### src/hw/rtl/llcq_pkg.sv
`default_nettype none
package llcq_pkg;

	localparam int NUM_CONTEXTS_DEF = 16;
	localparam int NUM_QUEUES_DEF = 4;

	localparam int OP_W = 2;
	localparam int QSEL_W = 2;
	localparam int CTX_ID_W = 4;
	localparam int STATUS_W = 2;

	typedef enum logic [OP_W-1:0] {
		OP_ENQ,
		OP_DEQ,
		OP_REMOVE,
		OP_QUERY
	} op_t;

	typedef enum logic [STATUS_W-1:0] {
		ST_OK,
		ST_INVALID,
		ST_EMPTY
	} status_t;

endpackage
`default_nettype wire

### src/hw/rtl/linked_list_context_queue_top.sv
`default_nettype none
// Channel | Direction | Handshake             | Beat contents
// req     | in        | req_valid / req_ready | op, queue_sel, ctx_id
// rsp     | out       | rsp_valid / rsp_ready | status, out_ctx, is_empty
//
// Every operation has an accept cycle, which reads both link memories, and an execute
// state, which updates the queue tables, writes the links back and loads the result.
// A new request is taken only once the block is idle again, so operations never overlap;
// the link memories have registered reads, so their data is only ready in the execute state.
// If the result register still holds an untaken beat, the write-back cycle waits for it.
// Reset leaves every queue empty at once; the link memories are not cleared.
module linked_list_context_queue_top #(
	parameter int NUM_CONTEXTS = llcq_pkg::NUM_CONTEXTS_DEF,
	parameter int NUM_QUEUES = llcq_pkg::NUM_QUEUES_DEF
) (
	input wire clk,
	input wire arst_n,
	input wire req_valid,
	output logic req_ready,
	input wire [llcq_pkg::OP_W-1:0] op,
	input wire [llcq_pkg::QSEL_W-1:0] queue_sel,
	input wire [llcq_pkg::CTX_ID_W-1:0] ctx_id,
	output logic rsp_valid,
	input wire rsp_ready,
	output logic [llcq_pkg::STATUS_W-1:0] status,
	output logic [llcq_pkg::CTX_ID_W-1:0] out_ctx,
	output logic is_empty
);

	import llcq_pkg::*;

	localparam int CTX_W = $clog2(NUM_CONTEXTS);
	localparam int QW = (NUM_QUEUES > 1) ? $clog2(NUM_QUEUES) : 1;
	localparam int NXT_W = QW + CTX_W;

	typedef enum logic {
		S_IDLE,
		S_EXEC
	} state_t;

	state_t state_q;
	op_t op_q;
	logic [QSEL_W-1:0] qsel_q;
	logic [CTX_ID_W-1:0] ctx_q;
	logic rsp_valid_q;
	status_t status_q;
	logic [CTX_ID_W-1:0] out_ctx_q;
	logic is_empty_q;

	logic [CTX_W-1:0] head_q [NUM_QUEUES];
	logic [CTX_W-1:0] tail_q [NUM_QUEUES];
	logic [NUM_QUEUES-1:0] busy_q;
	logic [NUM_CONTEXTS-1:0] queued_q;

	logic req_fire;
	logic [31:0] req_ctx_ext;
	logic [31:0] req_q_ext;
	logic [CTX_W-1:0] req_ci;
	logic [QW-1:0] req_qi;
	logic [CTX_W-1:0] rd_addr;

	logic [31:0] ctx_ext;
	logic [31:0] q_ext;
	logic [CTX_W-1:0] ci;
	logic [QW-1:0] qi;
	logic q_ok;
	logic c_ok;
	logic busy;
	logic [CTX_W-1:0] head;
	logic [CTX_W-1:0] tail;
	logic [CTX_W-1:0] tgt;
	logic at_head;
	logic at_tail;
	logic middle;

	logic [NXT_W-1:0] nxt_rd;
	logic [QW-1:0] tag_rd;
	logic [CTX_W-1:0] older_rd;
	logic [CTX_W-1:0] newer_rd;

	logic nxt_we;
	logic [CTX_W-1:0] nxt_waddr;
	logic [NXT_W-1:0] nxt_wdata;
	logic prv_we;
	logic [CTX_W-1:0] prv_waddr;
	logic [CTX_W-1:0] prv_wdata;

	status_t res_status;
	logic [CTX_ID_W-1:0] res_ctx;
	logic res_empty;
	logic enq;
	logic unlink;
	logic exec_fin;

	// Accept side: the dequeue reads the links of the queue's tail, the others of ctx_id.
	assign req_ready = (state_q == S_IDLE);
	assign req_fire = req_valid && req_ready;
	assign req_ctx_ext = 32'(ctx_id);
	assign req_q_ext = 32'(queue_sel);
	assign req_ci = req_ctx_ext[CTX_W-1:0];
	assign req_qi = req_q_ext[QW-1:0];
	assign rd_addr = (op_t'(op) == OP_DEQ) ? tail_q[req_qi] : req_ci;

	// The next memory also keeps the queue number of each entry for the remove check.
	llcq_ram #(
		.WIDTH(NXT_W),
		.DEPTH(NUM_CONTEXTS)
	) u_nxt_ram (
		.clk(clk),
		.wr_en(nxt_we),
		.wr_addr(nxt_waddr),
		.wr_data(nxt_wdata),
		.rd_en(req_fire),
		.rd_addr(rd_addr),
		.rd_data(nxt_rd)
	);

	llcq_ram #(
		.WIDTH(CTX_W),
		.DEPTH(NUM_CONTEXTS)
	) u_prv_ram (
		.clk(clk),
		.wr_en(prv_we),
		.wr_addr(prv_waddr),
		.wr_data(prv_wdata),
		.rd_en(req_fire),
		.rd_addr(rd_addr),
		.rd_data(newer_rd)
	);

	assign tag_rd = nxt_rd[NXT_W-1:CTX_W];
	assign older_rd = nxt_rd[CTX_W-1:0];

	assign ctx_ext = 32'(ctx_q);
	assign q_ext = 32'(qsel_q);
	assign ci = ctx_ext[CTX_W-1:0];
	assign qi = q_ext[QW-1:0];
	assign q_ok = q_ext < 32'(NUM_QUEUES);
	assign c_ok = ctx_ext < 32'(NUM_CONTEXTS);
	assign busy = q_ok && busy_q[qi];
	assign head = head_q[qi];
	assign tail = tail_q[qi];
	assign tgt = (op_q == OP_DEQ) ? tail : ci;
	assign at_head = (head == tgt);
	assign at_tail = (tail == tgt);
	assign middle = !at_head && !at_tail;

	always_comb begin
		res_status = ST_INVALID;
		res_ctx = '0;
		res_empty = 1'b1;
		enq = 1'b0;
		unlink = 1'b0;
		if (q_ok) begin
			res_empty = !busy;
			case (op_q)
				OP_ENQ: begin
					if (c_ok && !queued_q[ci]) begin
						res_status = ST_OK;
						enq = 1'b1;
						res_empty = 1'b0;
					end
				end
				OP_DEQ: begin
					if (!busy) begin
						res_status = ST_EMPTY;
					end else begin
						res_status = ST_OK;
						unlink = 1'b1;
						res_ctx = CTX_ID_W'(tail);
					end
				end
				OP_REMOVE: begin
					if (c_ok && queued_q[ci] && tag_rd == qi) begin
						res_status = ST_OK;
						unlink = 1'b1;
					end
				end
				OP_QUERY: begin
					res_status = ST_OK;
				end
				default: begin
					res_status = ST_INVALID;
				end
			endcase
			if (unlink) begin
				res_empty = at_head && at_tail;
			end
		end
	end

	assign exec_fin = (state_q == S_EXEC) && (!rsp_valid_q || rsp_ready);

	// Enqueue links the new head to the old one; a middle unlink joins both neighbors.
	assign nxt_we = exec_fin && (enq || (unlink && middle));
	assign nxt_waddr = enq ? ci : newer_rd;
	assign nxt_wdata = {qi, (enq ? (busy ? head : ci) : older_rd)};
	assign prv_we = exec_fin && ((enq && busy) || (unlink && middle));
	assign prv_waddr = enq ? head : older_rd;
	assign prv_wdata = enq ? ci : newer_rd;

	always_ff @(posedge clk) begin
		if (exec_fin && enq) begin
			head_q[qi] <= ci;
			if (!busy) begin
				tail_q[qi] <= ci;
			end
		end
		if (exec_fin && unlink) begin
			if (at_head && !at_tail) begin
				head_q[qi] <= older_rd;
			end
			if (at_tail && !at_head) begin
				tail_q[qi] <= newer_rd;
			end
		end
	end

	always_ff @(posedge clk or negedge arst_n) begin
		if (!arst_n) begin
			busy_q <= '0;
			queued_q <= '0;
		end else begin
			if (exec_fin && enq) begin
				busy_q[qi] <= 1'b1;
				queued_q[ci] <= 1'b1;
			end
			if (exec_fin && unlink) begin
				queued_q[tgt] <= 1'b0;
				if (at_head && at_tail) begin
					busy_q[qi] <= 1'b0;
				end
			end
		end
	end

	always_ff @(posedge clk or negedge arst_n) begin
		if (!arst_n) begin
			state_q <= S_IDLE;
			op_q <= OP_QUERY;
			qsel_q <= '0;
			ctx_q <= '0;
			rsp_valid_q <= 1'b0;
			status_q <= ST_OK;
			out_ctx_q <= '0;
			is_empty_q <= 1'b1;
		end else begin
			// A finishing operation refills the result register in the cycle it drains.
			if (exec_fin) begin
				rsp_valid_q <= 1'b1;
			end else if (rsp_ready) begin
				rsp_valid_q <= 1'b0;
			end
			case (state_q)
				S_IDLE: begin
					if (req_fire) begin
						op_q <= op_t'(op);
						qsel_q <= queue_sel;
						ctx_q <= ctx_id;
						state_q <= S_EXEC;
					end
				end
				S_EXEC: begin
					if (exec_fin) begin
						status_q <= res_status;
						out_ctx_q <= res_ctx;
						is_empty_q <= res_empty;
						state_q <= S_IDLE;
					end
				end
				default: begin
					state_q <= S_IDLE;
				end
			endcase
		end
	end

	assign rsp_valid = rsp_valid_q;
	assign status = status_q;
	assign out_ctx = out_ctx_q;
	assign is_empty = is_empty_q;

	// There are never more non-empty queues than queued contexts.
	a_busy_has_member: assert property (@(posedge clk) disable iff (!arst_n)
		$countones(queued_q) >= $countones(busy_q))
		else $error("more busy queues than queued contexts");

	// The oldest context of a non-empty queue is still marked as queued.
	a_tail_queued: assert property (@(posedge clk) disable iff (!arst_n)
		(state_q == S_EXEC) && q_ok && busy_q[qi] |-> queued_q[tail])
		else $error("tail of a busy queue is not queued");

	// Link write-back never coincides with a new read of the link memories.
	a_no_rw_overlap: assert property (@(posedge clk) disable iff (!arst_n)
		(nxt_we || prv_we) |-> !req_fire)
		else $error("link write-back overlaps a new read");

	// Finishing an operation always presents its result in the next cycle.
	a_result_loaded: assert property (@(posedge clk) disable iff (!arst_n)
		exec_fin |=> rsp_valid_q && (state_q == S_IDLE))
		else $error("finished operation without a result beat");

endmodule
`default_nettype wire

### src/hw/rtl/llcq_ram.sv
`default_nettype none
module llcq_ram #(
	parameter int WIDTH = 8,
	parameter int DEPTH = 16
) (
	input wire clk,
	input wire wr_en,
	input wire [((DEPTH > 1) ? $clog2(DEPTH) : 1)-1:0] wr_addr,
	input wire [WIDTH-1:0] wr_data,
	input wire rd_en,
	input wire [((DEPTH > 1) ? $clog2(DEPTH) : 1)-1:0] rd_addr,
	output logic [WIDTH-1:0] rd_data
);

	logic [WIDTH-1:0] mem [DEPTH];

	always_ff @(posedge clk) begin
		if (wr_en) begin
			mem[wr_addr] <= wr_data;
		end
		if (rd_en) begin
			rd_data <= mem[rd_addr];
		end
	end

endmodule
`default_nettype wire
### config.mk
export PLATFORM = sky130hd
export DESIGN_NAME = linked_list_context_queue_top
export DESIGN_NICKNAME = d
export VERILOG_FILES = /design/src/hw/rtl/llcq_pkg.sv /design/src/hw/rtl/linked_list_context_queue_top.sv /design/src/hw/rtl/llcq_ram.sv
export SDC_FILE = /design/constraint.sdc
export NUM_CORES = 1
export LEC_CHECK = 0
export ABC_AREA = 0
export BUFFER_PORTS_ARGS = -buffer_cell sky130_fd_sc_hd__buf_4
export CAP_MARGIN = 40
export CELL_PAD_IN_SITES_DETAIL_PLACEMENT = 1
export CELL_PAD_IN_SITES_GLOBAL_PLACEMENT = 1
export CORE_MARGIN = 2
export CORE_UTILIZATION = 45
export DETAILED_ROUTE_END_ITERATION = 16
export GPL_TIMING_DRIVEN = 0
export PLACE_DENSITY = 0.69
export REMOVE_ABC_BUFFERS = 1
export SKIP_LAST_GASP = 1
export SLEW_MARGIN = 0
export SYNTH_ARGS = -nofsm -noshare
export SYNTH_HDL_FRONTEND = slang
export SYNTH_HIERARCHICAL = 1
export SYNTH_SLANG_ARGS = --single-unit
export TNS_END_PERCENT = 100
### constraint.sdc
create_clock -name clk -period 3.4 [get_ports clk]
set_clock_uncertainty 0.05 [all_clocks]
set_input_delay 0.68 -clock clk [delete_from_list [all_inputs] [get_ports clk]]
set_output_delay 0.68 -clock clk [all_outputs]
set_load 0.03 [all_outputs]
== After elaboration in Yosys (flattened, before gate mapping) ==
Memories as Yosys holds them, arrays and structs flattened. A register that Yosys moved wholly into a read port is not among the register bits.
Index checks and enable logic that the tools add are counted.

* Register bits: 37
* Latch bits: 0
* Memory bits (writable): 192
* Bits in read-only memories: 0
* Bits of input ports: 12
* Word-level logic and storage cells: 132
* Memories: 4

{| class="wikitable"
|+ Memory list
! memory !! words !! width !! read ports !! clocked after memory_dff !! wr ports !! RTL line !! source
|-
| u_nxt_ram.mem || 16 || 6 || 1 || 1 || 1 || llcq_ram.sv:15 || <nowiki>logic [WIDTH-1:0] mem [DEPTH];</nowiki>
|-
| u_prv_ram.mem || 16 || 4 || 1 || 1 || 1 || llcq_ram.sv:15 ||
|-
| head_q || 4 || 4 || 1 || 0 || 1 || linked_list_context_queue_top.sv:50 || <nowiki>logic [CTX_W-1:0] head_q [NUM_QUEUES];</nowiki>
|-
| tail_q || 4 || 4 || 2 || 0 || 1 || linked_list_context_queue_top.sv:51 || <nowiki>logic [CTX_W-1:0] tail_q [NUM_QUEUES];</nowiki>
|}

* $add $sub $neg: 0
* Multipliers: 0
* Divide/modulo/power cells: 0
* Order comparisons: 8
* Eq/ne operators: 7
* Shift-type cells: 0
* Muxes and demuxes: 63
* Bitwise operators: 9
* Reduce and logical (&&, ||, !) cells: 31

{| class="wikitable"
|+ Operator list
! operator !! number
|-
| 4-bit 2-to-1 mux || 14
|-
| 1-bit 2-to-1 mux || 37
|-
| 16-bit 2-to-1 mux || 2
|-
| 1-bit logical AND || 19
|-
| 16-bit bitwise AND || 1
|-
| 16-bit inverter || 1
|-
| 16-bit bitwise OR || 1
|-
| 4-bit by 5-bit less-than comparator with 1-bit output (second input constant) || 3
|-
| 1-bit demux with 4-bit select || 2
|-
| 4-bit equality test || 2
|-
| 4-bit by 1-bit greater-or-equal comparator with 1-bit output (second input constant) || 2
|-
| 2-bit case mux with 4 select lines || 1
|-
| 2-bit by 3-bit less-than comparator with 1-bit output (second input constant) || 2
|-
| 1-bit logical NOT || 5
|-
| 4-bit bitwise AND || 1
|-
| 1-bit binary-select mux with 4-bit select || 1
|-
| 2-bit by 1-bit equality test with 1-bit output (second input constant) || 2
|-
| 2-bit equality test (second input constant) || 2
|-
| 2-bit 2-to-1 mux || 2
|-
| 4-bit inverter || 1
|-
| 4-bit bitwise OR || 1
|-
| 1-bit case mux with 2 select lines || 2
|-
| 2-bit AND reduction || 2
|-
| 1-bit logical OR || 3
|-
| other kinds (8) || 9
|}

== Logic depth before layout (Yosys ltp) ==
Gate-level depths: netlist of run 1.

* Depth in word-level cells: 13
* Mapped depth: 10
* Gate-level depth less buffers: 9

== Hierarchy ==
The synthesis of run 1 kept the hierarchy.

{| class="wikitable"
|+ Modules (own cells, without submodules)
! module !! times used !! cells an instance !! area each (sq um) !! sequential area each (sq um)
|-
| llcq_ram (u_nxt_ram) || 1 || 178 || 3955.0 || 3062.9
|-
| linked_list_context_queue_top || 1 || 308 || 3804.9 || 1890.6
|-
| llcq_ram (u_prv_ram) || 1 || 130 || 2706.3 || 2042.0
|}

== Worst setup path after synthesis of run 1 ==
Ideal clock, no wire load.

* Path type: register to register
* Start point: register ctx_q[0] (netlist: ci[0])
* End point: memory u_nxt_ram/mem[0][0] in the netlist's numbering, enable pin
* Library setup time: 0.377 ns
* Data arrival time: 3.126 ns
* Data required time: 2.973 ns
* Slack: -0.153 ns
* Stages on the path, launching flop included: 10
* Clock period less this slack: 3.553 ns
* Cells stage by stage: dfrtp_1 > clkbuf_1 > nor2b_1 > a22oi_1 > nand2_1 > o211ai_1 > clkbuf_1 > o21ai_0 > or3b_2 > nor3_1

{| class="wikitable"
|+ RTL lines
! item !! RTL line !! source
|-
| start: declaration || linked_list_context_queue_top.sv:44 || <nowiki>logic [CTX_ID_W-1:0] ctx_q;</nowiki>
|-
| start signal: assignment || linked_list_context_queue_top.sv:259 || <nowiki>ctx_q <= ctx_id;</nowiki>
|-
| 1-bit binary-select mux with 4-bit select || linked_list_context_queue_top.sv:158 || <nowiki>if (c_ok && !queued_q[ci]) begin</nowiki>
|-
| 1-bit 2-to-1 mux (not written as such) || linked_list_context_queue_top.sv:158 ||
|-
| 1-bit logical NOT || linked_list_context_queue_top.sv:158 ||
|-
| 1-bit logical AND (*) || linked_list_context_queue_top.sv:158 ||
|-
| 1-bit 2-to-1 mux (*) || linked_list_context_queue_top.sv:158 ||
|-
| 1-bit 2-to-1 mux (*) || linked_list_context_queue_top.sv:156 || <nowiki>case (op_q)</nowiki>
|-
| 1-bit 2-to-1 mux (*) || linked_list_context_queue_top.sv:154 || <nowiki>if (q_ok) begin</nowiki>
|-
| 4-bit 2-to-1 mux (*) || linked_list_context_queue_top.sv:196 || <nowiki>assign nxt_waddr = enq ? ci : newer_rd;</nowiki>
|-
| net nxt_waddr[2] || linked_list_context_queue_top.sv:82 || <nowiki>logic [CTX_W-1:0] nxt_waddr;</nowiki>
|-
| end: declaration || llcq_ram.sv:15 ||
|}

Mark *: on every way through the listed nets, which the timed path passes. The rest lies on a longest branch. The select of a mux whose other input is x is not followed.

== Final worst setup path of run 1 ==
* Start point: register ctx_q[2] (netlist: ci[2])
* End point: memory u_prv_ram/mem[0][1] in the netlist's numbering, enable pin

* Cells in the longest elaborated chain, start to end: 13

{| class="wikitable"
|+ RTL lines
! item !! RTL line !! source
|-
| 1-bit binary-select mux with 4-bit select || linked_list_context_queue_top.sv:158, linked_list_context_queue_top.sv:174 ||
|-
| 1-bit 2-to-1 mux (not written as such) || linked_list_context_queue_top.sv:158, linked_list_context_queue_top.sv:174 ||
|-
| 1-bit logical AND (2 in series) || linked_list_context_queue_top.sv:174 || <nowiki>if (c_ok && queued_q[ci] && tag_rd == qi) begin</nowiki>
|-
| 1-bit 2-to-1 mux || linked_list_context_queue_top.sv:174 ||
|-
| 1-bit case mux with 2 select lines || linked_list_context_queue_top.sv:156 ||
|-
| 1-bit 2-to-1 mux (2 in series) || linked_list_context_queue_top.sv:154 ||
|-
| 1-bit logical AND || linked_list_context_queue_top.sv:198 || <nowiki>assign prv_we = exec_fin && ((enq && busy) || (unlink && middle));</nowiki>
|-
| 1-bit logical OR (*) || linked_list_context_queue_top.sv:198 ||
|-
| 1-bit logical AND (*) || linked_list_context_queue_top.sv:198 ||
|-
| net prv_we || linked_list_context_queue_top.sv:84 || <nowiki>logic prv_we;</nowiki>
|-
| 1-bit 2-to-1 mux (*) || llcq_ram.sv:18 || <nowiki>if (wr_en) begin</nowiki>
|-
| 1-bit 2-to-1 mux (not written as such) (*) || llcq_ram.sv:19 || <nowiki>mem[wr_addr] <= wr_data;</nowiki>
|-
| end: declaration || llcq_ram.sv:15 ||
|}

Marks and branches as above.

==> results of run 1 <==
[layout by cell type, fill, tap and decap left out, types with 6 or more instances in the layout]
cell	count
a21oi_1	7
a22oi_1	16
buf_4	52
clkbuf_16	27
clkinv_2	6
dfrtp_1	29
edfxtp_1	202
inv_1	11
mux2_2	19
mux2_4	7
mux2i_1	8
mux2i_2	6
mux4_1	26
mux4_2	27
nand2_1	35
nand2b_1	7
nand3_1	15
nand3b_1	7
nor2_1	21
nor2_2	6
nor2_4	10
nor2b_1	10
nor3_1	8
nor3_2	6
o21ai_0	9
o22a_1	16
xor2_1	6
[power by group through the flow]
stage	logic (mW)	registers, mW	clock network [mW]
2_1_floorplan	1.05	3.92	0
3_3_place_gp	1.54	3.95	0
3_5_place_dp	1.76	3.92	0
4_1_cts	2.02	3.82	2.90
5_1_grt	2.31	3.85	3.00
6_report	2.14	3.83	2.84
[per-stage QoR]
step                      TNS (ns)  std cells  worst slack [ns]  instance area (µm²)
after floorplan             -60.53        589            -0.978                10300
after global placement     -494.45        894             -2.91                10800
after detailed placement   -115.69        910             -1.03                11000
after CTS                  -0.0252        972          -0.00746                12200
after global routing        -0.210        985           -0.0323                12400
final                            0        985             0.115                12400
[per-layer routing]
| metal | share of wire, % | wire length, µm | vias to the layer above | GRT usage, % |
|---|---|---|---|---|
| met3 | 4.7 | 1140 | 38 | 2.66 |
| met5 | 0 | 0 | - | 0 |
| li1 | - | - | 2603 | - |
| met4 | 2.4 | 572 | 0 | 6.77 |
| met2 | 52 | 12500 | 155 | 35.5 |
| met1 | 41 | 10000 | 3051 | 26.5 |
[kinds of logic after synthesis]
| family | after synthesis |
|---|---|
| compound gates | 77 |
| mux | 92 |
| xor+xnor | 10 |
| simple gates | 155 |
| fa+ha+maj | 4 |
| flops | 239 |
| buf+inv | 39 |
[flip-flops by register name, indices dropped and copies added (netlist names)]
register / count
tail_q: 16
u_nxt_ram/rd_data: 6
u_nxt_ram/mem: 96
busy_q: 4
status: 2
qi: 2
state_q: 1
u_prv_ram/rd_data: 4
out_ctx: 4
is_empty: 1
ci: 4
queued_q: 16
head_q: 16
rsp_valid: 1
u_prv_ram/mem: 64
op_q: 2
[worst min-delay path by stage]
stage / startpoint / end / slack (ns) / depth (start not counted)
after floorplan: arst_n / busy_q[0] / 0.33 / 0
after global placement: busy_q[3] / busy_q[3] / 0.42 / 1
after detailed placement: queued_q[7] / queued_q[7] / 0.43 / 1
after CTS: arst_n / queued_q[0] / 0.08 / 1
after global routing: arst_n / queued_q[0] / 0.09 / 1
final: arst_n / queued_q[0] / 0.08 / 1
[critical path, cell delays in order, from the launching register on]
cell and delay (ns):
dfrtp_1 0.64, clkinvlp_4 0.16, buf_4 0.19, nand3_1 0.10, o211ai_1 0.15, buf_4 0.20
buf_12 0.14, or2_2 0.36, o21ai_2 0.21, or3b_4 0.46, nor3_4 0.28
[final cells by class]
class	instances	share of cell area, %
clock buffer	29	5.52
clock inverter	17	1.52
inverter	12	0.394
multi-input combinational	339	28.4
sequential	239	56.6
tap	285	2.88
timing repair buffer	64	4.71
[timing repair]
action | CTS | global route
setup buffers | 15 | 13
resized for setup | 59 | 21
pin swaps | 5 | 7
endpoints found under the setup margin | 192 | 154
cloned | 1 | 0
==> flow_metrics.py, run 1 <==
metrics = {
    "critical_path": {
        "worstPathMaxFanout": 10,
        "critPathKind": "register to register",
        "reg2reg_depth": 10,
        "worstSetupStartpointType": "register",
        "crit_end": "u_prv_ram/mem[0][1]",
        "startpoint": "ci[2]",
        "crit-reg2reg-launch": "ci[2]",
        "cp.arrival_ns": 3.43,
        "rrSetupSlack_ns": 0.11,
        "setup.worst_path.end_class": "register",
        "r2r_end": "u_prv_ram/mem[0][1]",
        "cp.required_ns": 3.55,
    },
    "timing": {
        "slew_headroom_pct": 46.9,
        "rsz0062_at_grt": "yes",
        "finalSetupViolCount": 0,
        "timing.final.crit_share_pct": 96.6,
        "hold_violations": 0,
        "min_period_ns": 3.29,
        "hold_slack_ns": 0.0798,
        "fmax_mhz": 304,
        "max_slew.worst_pin.slew_ns": 0.777,
        "timing.final.max_slew_violations": 0,
    },
    "cts": {
        "clk_pin_slew_ns": 0.06,
        "cts_made_buffers": 26,
        "clock_sinks": 239,
        "h-tree-depth": 1,
        "cts.path.max_buffers": 3,
        "cts_root_buffer": "clkbuf_16",
        "cts_tree": "yes",
        "ctsHoldBuffers": 0,
        "insertion_delay_ns": 0.52,
    },
    "power_and_ir_drop": {
        "p_int_mw": 6.24,
        "peakVddDrop_uv": 406,
        "power.share.switching_pct": 29.1,
        "p_seq_share_pct": 43.4,
        "leakage_nw": 4.33,
        "p_comb_share_pct": 24.3,
        "clockPowerShare_pct": 32.2,
        "p_total_mw": 8.81,
        "switchingPower_mw": 2.57,
        "powerDensity_nw_per_um2": 712,
    },
    "synthesis": {
        "synth_top_family_by_area": "multiplexers",
        "yosysMostFrequentCell": "edfxtp_1",
        "avgSynthCellArea_um2": 17.0,
        "synth.distinct_cells": 58,
        "synth_edf_count": 202,
        "yosys.area_share.simple_pct": 7.64,
        "yosys-top-cells-count": "edfxtp_1 (202), nand2_1 (37), nor2_1 (37), dfrtp_1 (34), mux4_2 (27)",
        "synthAdderAreaFrac_pct": 0.478,
        "ys_warn_count": 6,
        "synth_top_cell_area_share_pct": 58.0,
        "syn-instance-count": 616,
        "synth_compound_area_share_pct": 5.53,
        "seq_area_frac_synth_pct": 66.8,
        "synthMuxAreaShare_pct": 16.6,
        "synth_seq_cells": 239,
        "synth_ff_type": "edfxtp_1",
        "syn_area_um2": 10500,
        "synth_area_leaders": "edfxtp_1 (58%), dfrtp_1 (8.1%), mux4_1 (6.5%), mux4_2 (5.8%), mux2_2 (2.3%)",
        "synth_xor_area_share_pct": 0.837,
        "synth_area_leader_cell": "edfxtp_1",
        "async_flop_share_pct": 15.5,
    },
    "placed_design": {
        "globalplace.congestion": 0.799,
        "dp_hpwl_mm": 15.9,
        "io_buffers": 20,
    },
    "routing": {
        "wl_mm": 24.3,
        "firstDrtPassIters": 5,
        "wire_per_inst_um": 24.7,
        "drcViolationCount": 0,
        "drtIter0Drc": 508,
        "via_per_inst": 5.94,
        "antenna_left": 0,
        "via_count": 5847,
    },
    "global_routing": {
        "grt_pass1_wl_mm": 37.5,
        "overflow": 0,
        "grt_usage_pct": 20.4,
        "grt_pass1_vias": 6315,
        "antenna_found_initial": 0,
        "grt_max_degree": 38,
    },
    "min_path": {
        "worstHoldPathType": "input port to async pin",
    },
    "die": {
        "die-area_um2": 24500,
        "coreArea_um2": 22700,
        "fp-row-count": 55,
        "initial_utilization_pct": 46.1,
        "ioPinCount": 21,
        "dieWidth_um": 157,
        "die_h_um": 157,
    },
    "final_layout": {
        "ff_latch_area_um2": 7010,
        "area_growth_pct": 18.3,
        "n_fill_cell": 2072,
        "finalNetCount": 698,
        "drive_gt1_share_pct": 32.1,
        "antenna_cells": 0,
        "fin_util_pct": 54.5,
        "multiInputGateArea_um2": 3510,
    },
    "run_status": {
        "outcome": "completed",
    },
    "flow_run": {
        "max_cap_viol_count": 0,
    },
}
Power figures use the tool's default switching activity.
==> inputs of run 2 (changes only) <==
Settings changed: CTS_BUF_LIST set to sky130_fd_sc_hd__clkbuf_4.
==> run 2 against run 1 <==
  * Fmax down 1.2%
  * Die area unchanged
  * Sequential share of layout area up 0.58 points
  * Clock power down 19%
  * Count of clock-buffer cells in the layout up 58
  * Largest power group unchanged
==> flow_metrics.py, run 2 (synthesized netlist as in run 1, its figures left out) <==
metrics = {
    "cts": {
        "insertion_delay_ns": 0.70,
        "h-tree-depth": 2,
        "clock_sinks": 239,
        "cts_root_buffer": "clkbuf_4",
        "clk_pin_slew_ns": 0.06,
        "cts_tree": "yes",
        "cts.path.max_buffers": 3,
        "cts_made_buffers": 60,
    },
    "global_routing": {
        "overflow": 0,
        "grt_pass1_vias": 6572,
        "grt_usage_pct": 20.6,
        "antenna_found_initial": 1,
        "grt_use_met2_pct": 34.6,
        "grt_max_degree": 38,
        "use_met3_pct": 3.93,
        "top_usage_layer": "met2",
        "grt_pass1_wl_mm": 37.8,
        "grt.met1_usage_pct": 26.5,
    },
    "placed_design": {
        "io_buffers": 20,
        "dp_hpwl_mm": 15.9,
        "globalplace.congestion": 0.799,
    },
    "timing": {
        "min_period_ns": 3.33,
        "max_slew.worst_pin.slew_ns": 0.881,
        "rsz0062_at_grt": "yes",
        "hold_violations": 0,
        "timing.final.max_slew_violations": 0,
        "timing.final.crit_share_pct": 97.8,
        "fmax_mhz": 301,
        "finalSetupViolCount": 0,
        "slew_headroom_pct": 39.7,
        "setup_tns_ns": 0,
    },
    "final_layout": {
        "mostFrequentLayoutCell": "edfxtp_1",
        "largest_reg_flops": 96,
        "top_regs": "u_nxt_ram/mem x96, u_prv_ram/mem x64",
        "drive_gt1_share_pct": 36.1,
        "finalNetCount": 733,
        "mostFrequentLayoutCells": "edfxtp_1 (202), clkbuf_4 (87), buf_4 (52)",
        "area_growth_pct": 17.1,
        "regMostFlops": "u_nxt_ram/mem",
    },
    "die": {
        "initial_utilization_pct": 46.1,
        "coreArea_um2": 22700,
        "die-area_um2": 24500,
        "ioPinCount": 21,
        "dieWidth_um": 157,
        "die_h_um": 157,
        "fp-row-count": 55,
    },
    "critical_path": {
        "cp.required_ns": 3.77,
        "setup.worst_path.end_class": "register",
        "worstPathMaxFanout": 18,
        "cp.arrival_ns": 3.70,
        "critPathBufInv": 5,
        "critical_path.top_delay_family": "buffers and inverters",
        "critPathKind": "register to register",
        "worstSetupStartpointType": "register",
        "crit_top_cell": "buf_4",
        "slowest_stage": "dfrtp_2",
        "reg2reg_depth": 12,
        "worstPathCellList": "buf_16, mux2i_2, a22oi_2, nand2_2, o211ai_1, buf_4, buf_8, mux2_4, nand3b_1, nor3_2, buf_4, buf_4",
        "slowest_delay_ns": 0.43,
        "cp.depth": 12,
    },
    "min_path": {
        "worstHoldPathType": "input port to register",
        "whs_path_depth": 3,
    },
    "power_and_ir_drop": {
        "peakVddDrop_uv": 210,
        "p_total_mw": 8.25,
        "powerDensity_nw_per_um2": 673,
        "leakage_nw": 4.36,
    },
    "routing": {
        "drcViolationCount": 0,
        "antenna_left": 0,
        "firstDrtPassIters": 5,
        "via_count": 6076,
        "wire_per_inst_um": 23.3,
        "via_per_inst": 5.78,
        "wl_mm": 24.6,
        "drtIter0Drc": 458,
    },
    "run_status": {
        "outcome": "completed",
    },
    "flow_run": {
        "max_cap_viol_count": 0,
    },
}
## run 2: cell types whose count changed in the layout (fill, tap and decap cells not counted), sizes merged
cell / delta
dlygate4sd3: +1
clkbuf: +58
diode: +2
clkinvlp: -3
inv: +2
bufinv: -4
clkinv: +11
## run 2: per-stage QoR
stage          cell area [µm²]  cells  hold slack [ns]  worst slack [ns]  utilization, %
4_1_cts                  12100   1035            0.118           0.00598            53.1
3_3_place_gp             10800    894            0.417             -2.91            47.6
2_1_floorplan            10300    589            0.334            -0.978               -
6_report                 12300   1052            0.172            0.0734            54.0
5_1_grt                  12300   1052            0.128           -0.0243            54.0
3_5_place_dp             11000    910            0.427             -1.03            48.4
## run 2: layout make-up
| cell class | instances | area [µm²] |
|---|---|---|
| clock buffer | 87 | 653 |
| timing repair buffer | 65 | 582 |
| antenna | 2 | 5.00 |
| multi-input combinational | 339 | 3500 |
| inverter | 12 | 48.8 |
| fill | 2151 | 10500 |
| tap | 285 | 357 |
| sequential | 239 | 7010 |
| clock inverter | 23 | 98.8 |
## run 2: where the power goes
group | internal, mW | switching (mW)
Sequential | 3.66 | 0.170
Combinational | 0.817 | 1.29
Clock | 1.18 | 1.13
## run 2: timing repair
action | CTS | global route
endpoints found under the setup margin | 192 | 159
pin swaps | 5 | 6
hold buffers | 1 | 0
hold endpoints to repair | 34 | 0
resized for setup | 55 | 23
buffers inserted | 13 | 15
gates cloned | 1 | 0
## run 2: worst paths after layout
kind                                            end   startpoint  slack (ns)
worst min register to register          queued_q[7]  queued_q[7]        0.45
worst max-delay path            u_nxt_ram/mem[4][2]        ci[1]        0.07
min in group asynchronous              queued_q[15]       arst_n        0.46
max in group asynchronous                     ci[0]       arst_n        2.44
worst max register to register  u_nxt_ram/mem[4][2]        ci[1]        0.07
worst min-delay path                        op_q[0]        op[0]        0.17
## run 2: worst reg2reg max path, delay by kind of cell (launching register included)
family	cells	cell delay (ns)
buf+inv	5	0.78
simple gates	3	0.74
mux	2	0.56
compound gates	2	0.52
flops	1	0.43
## run 2: routing by layer
| layer | wire length, µm | vias to the layer above |
|---|---|---|
| li1 | - | 2720 |
| met1 | 10400 | 3143 |
| met2 | 12400 | 167 |
| met3 | 1030 | 46 |
| met4 | 731 | 0 |
| met5 | 0 | - |
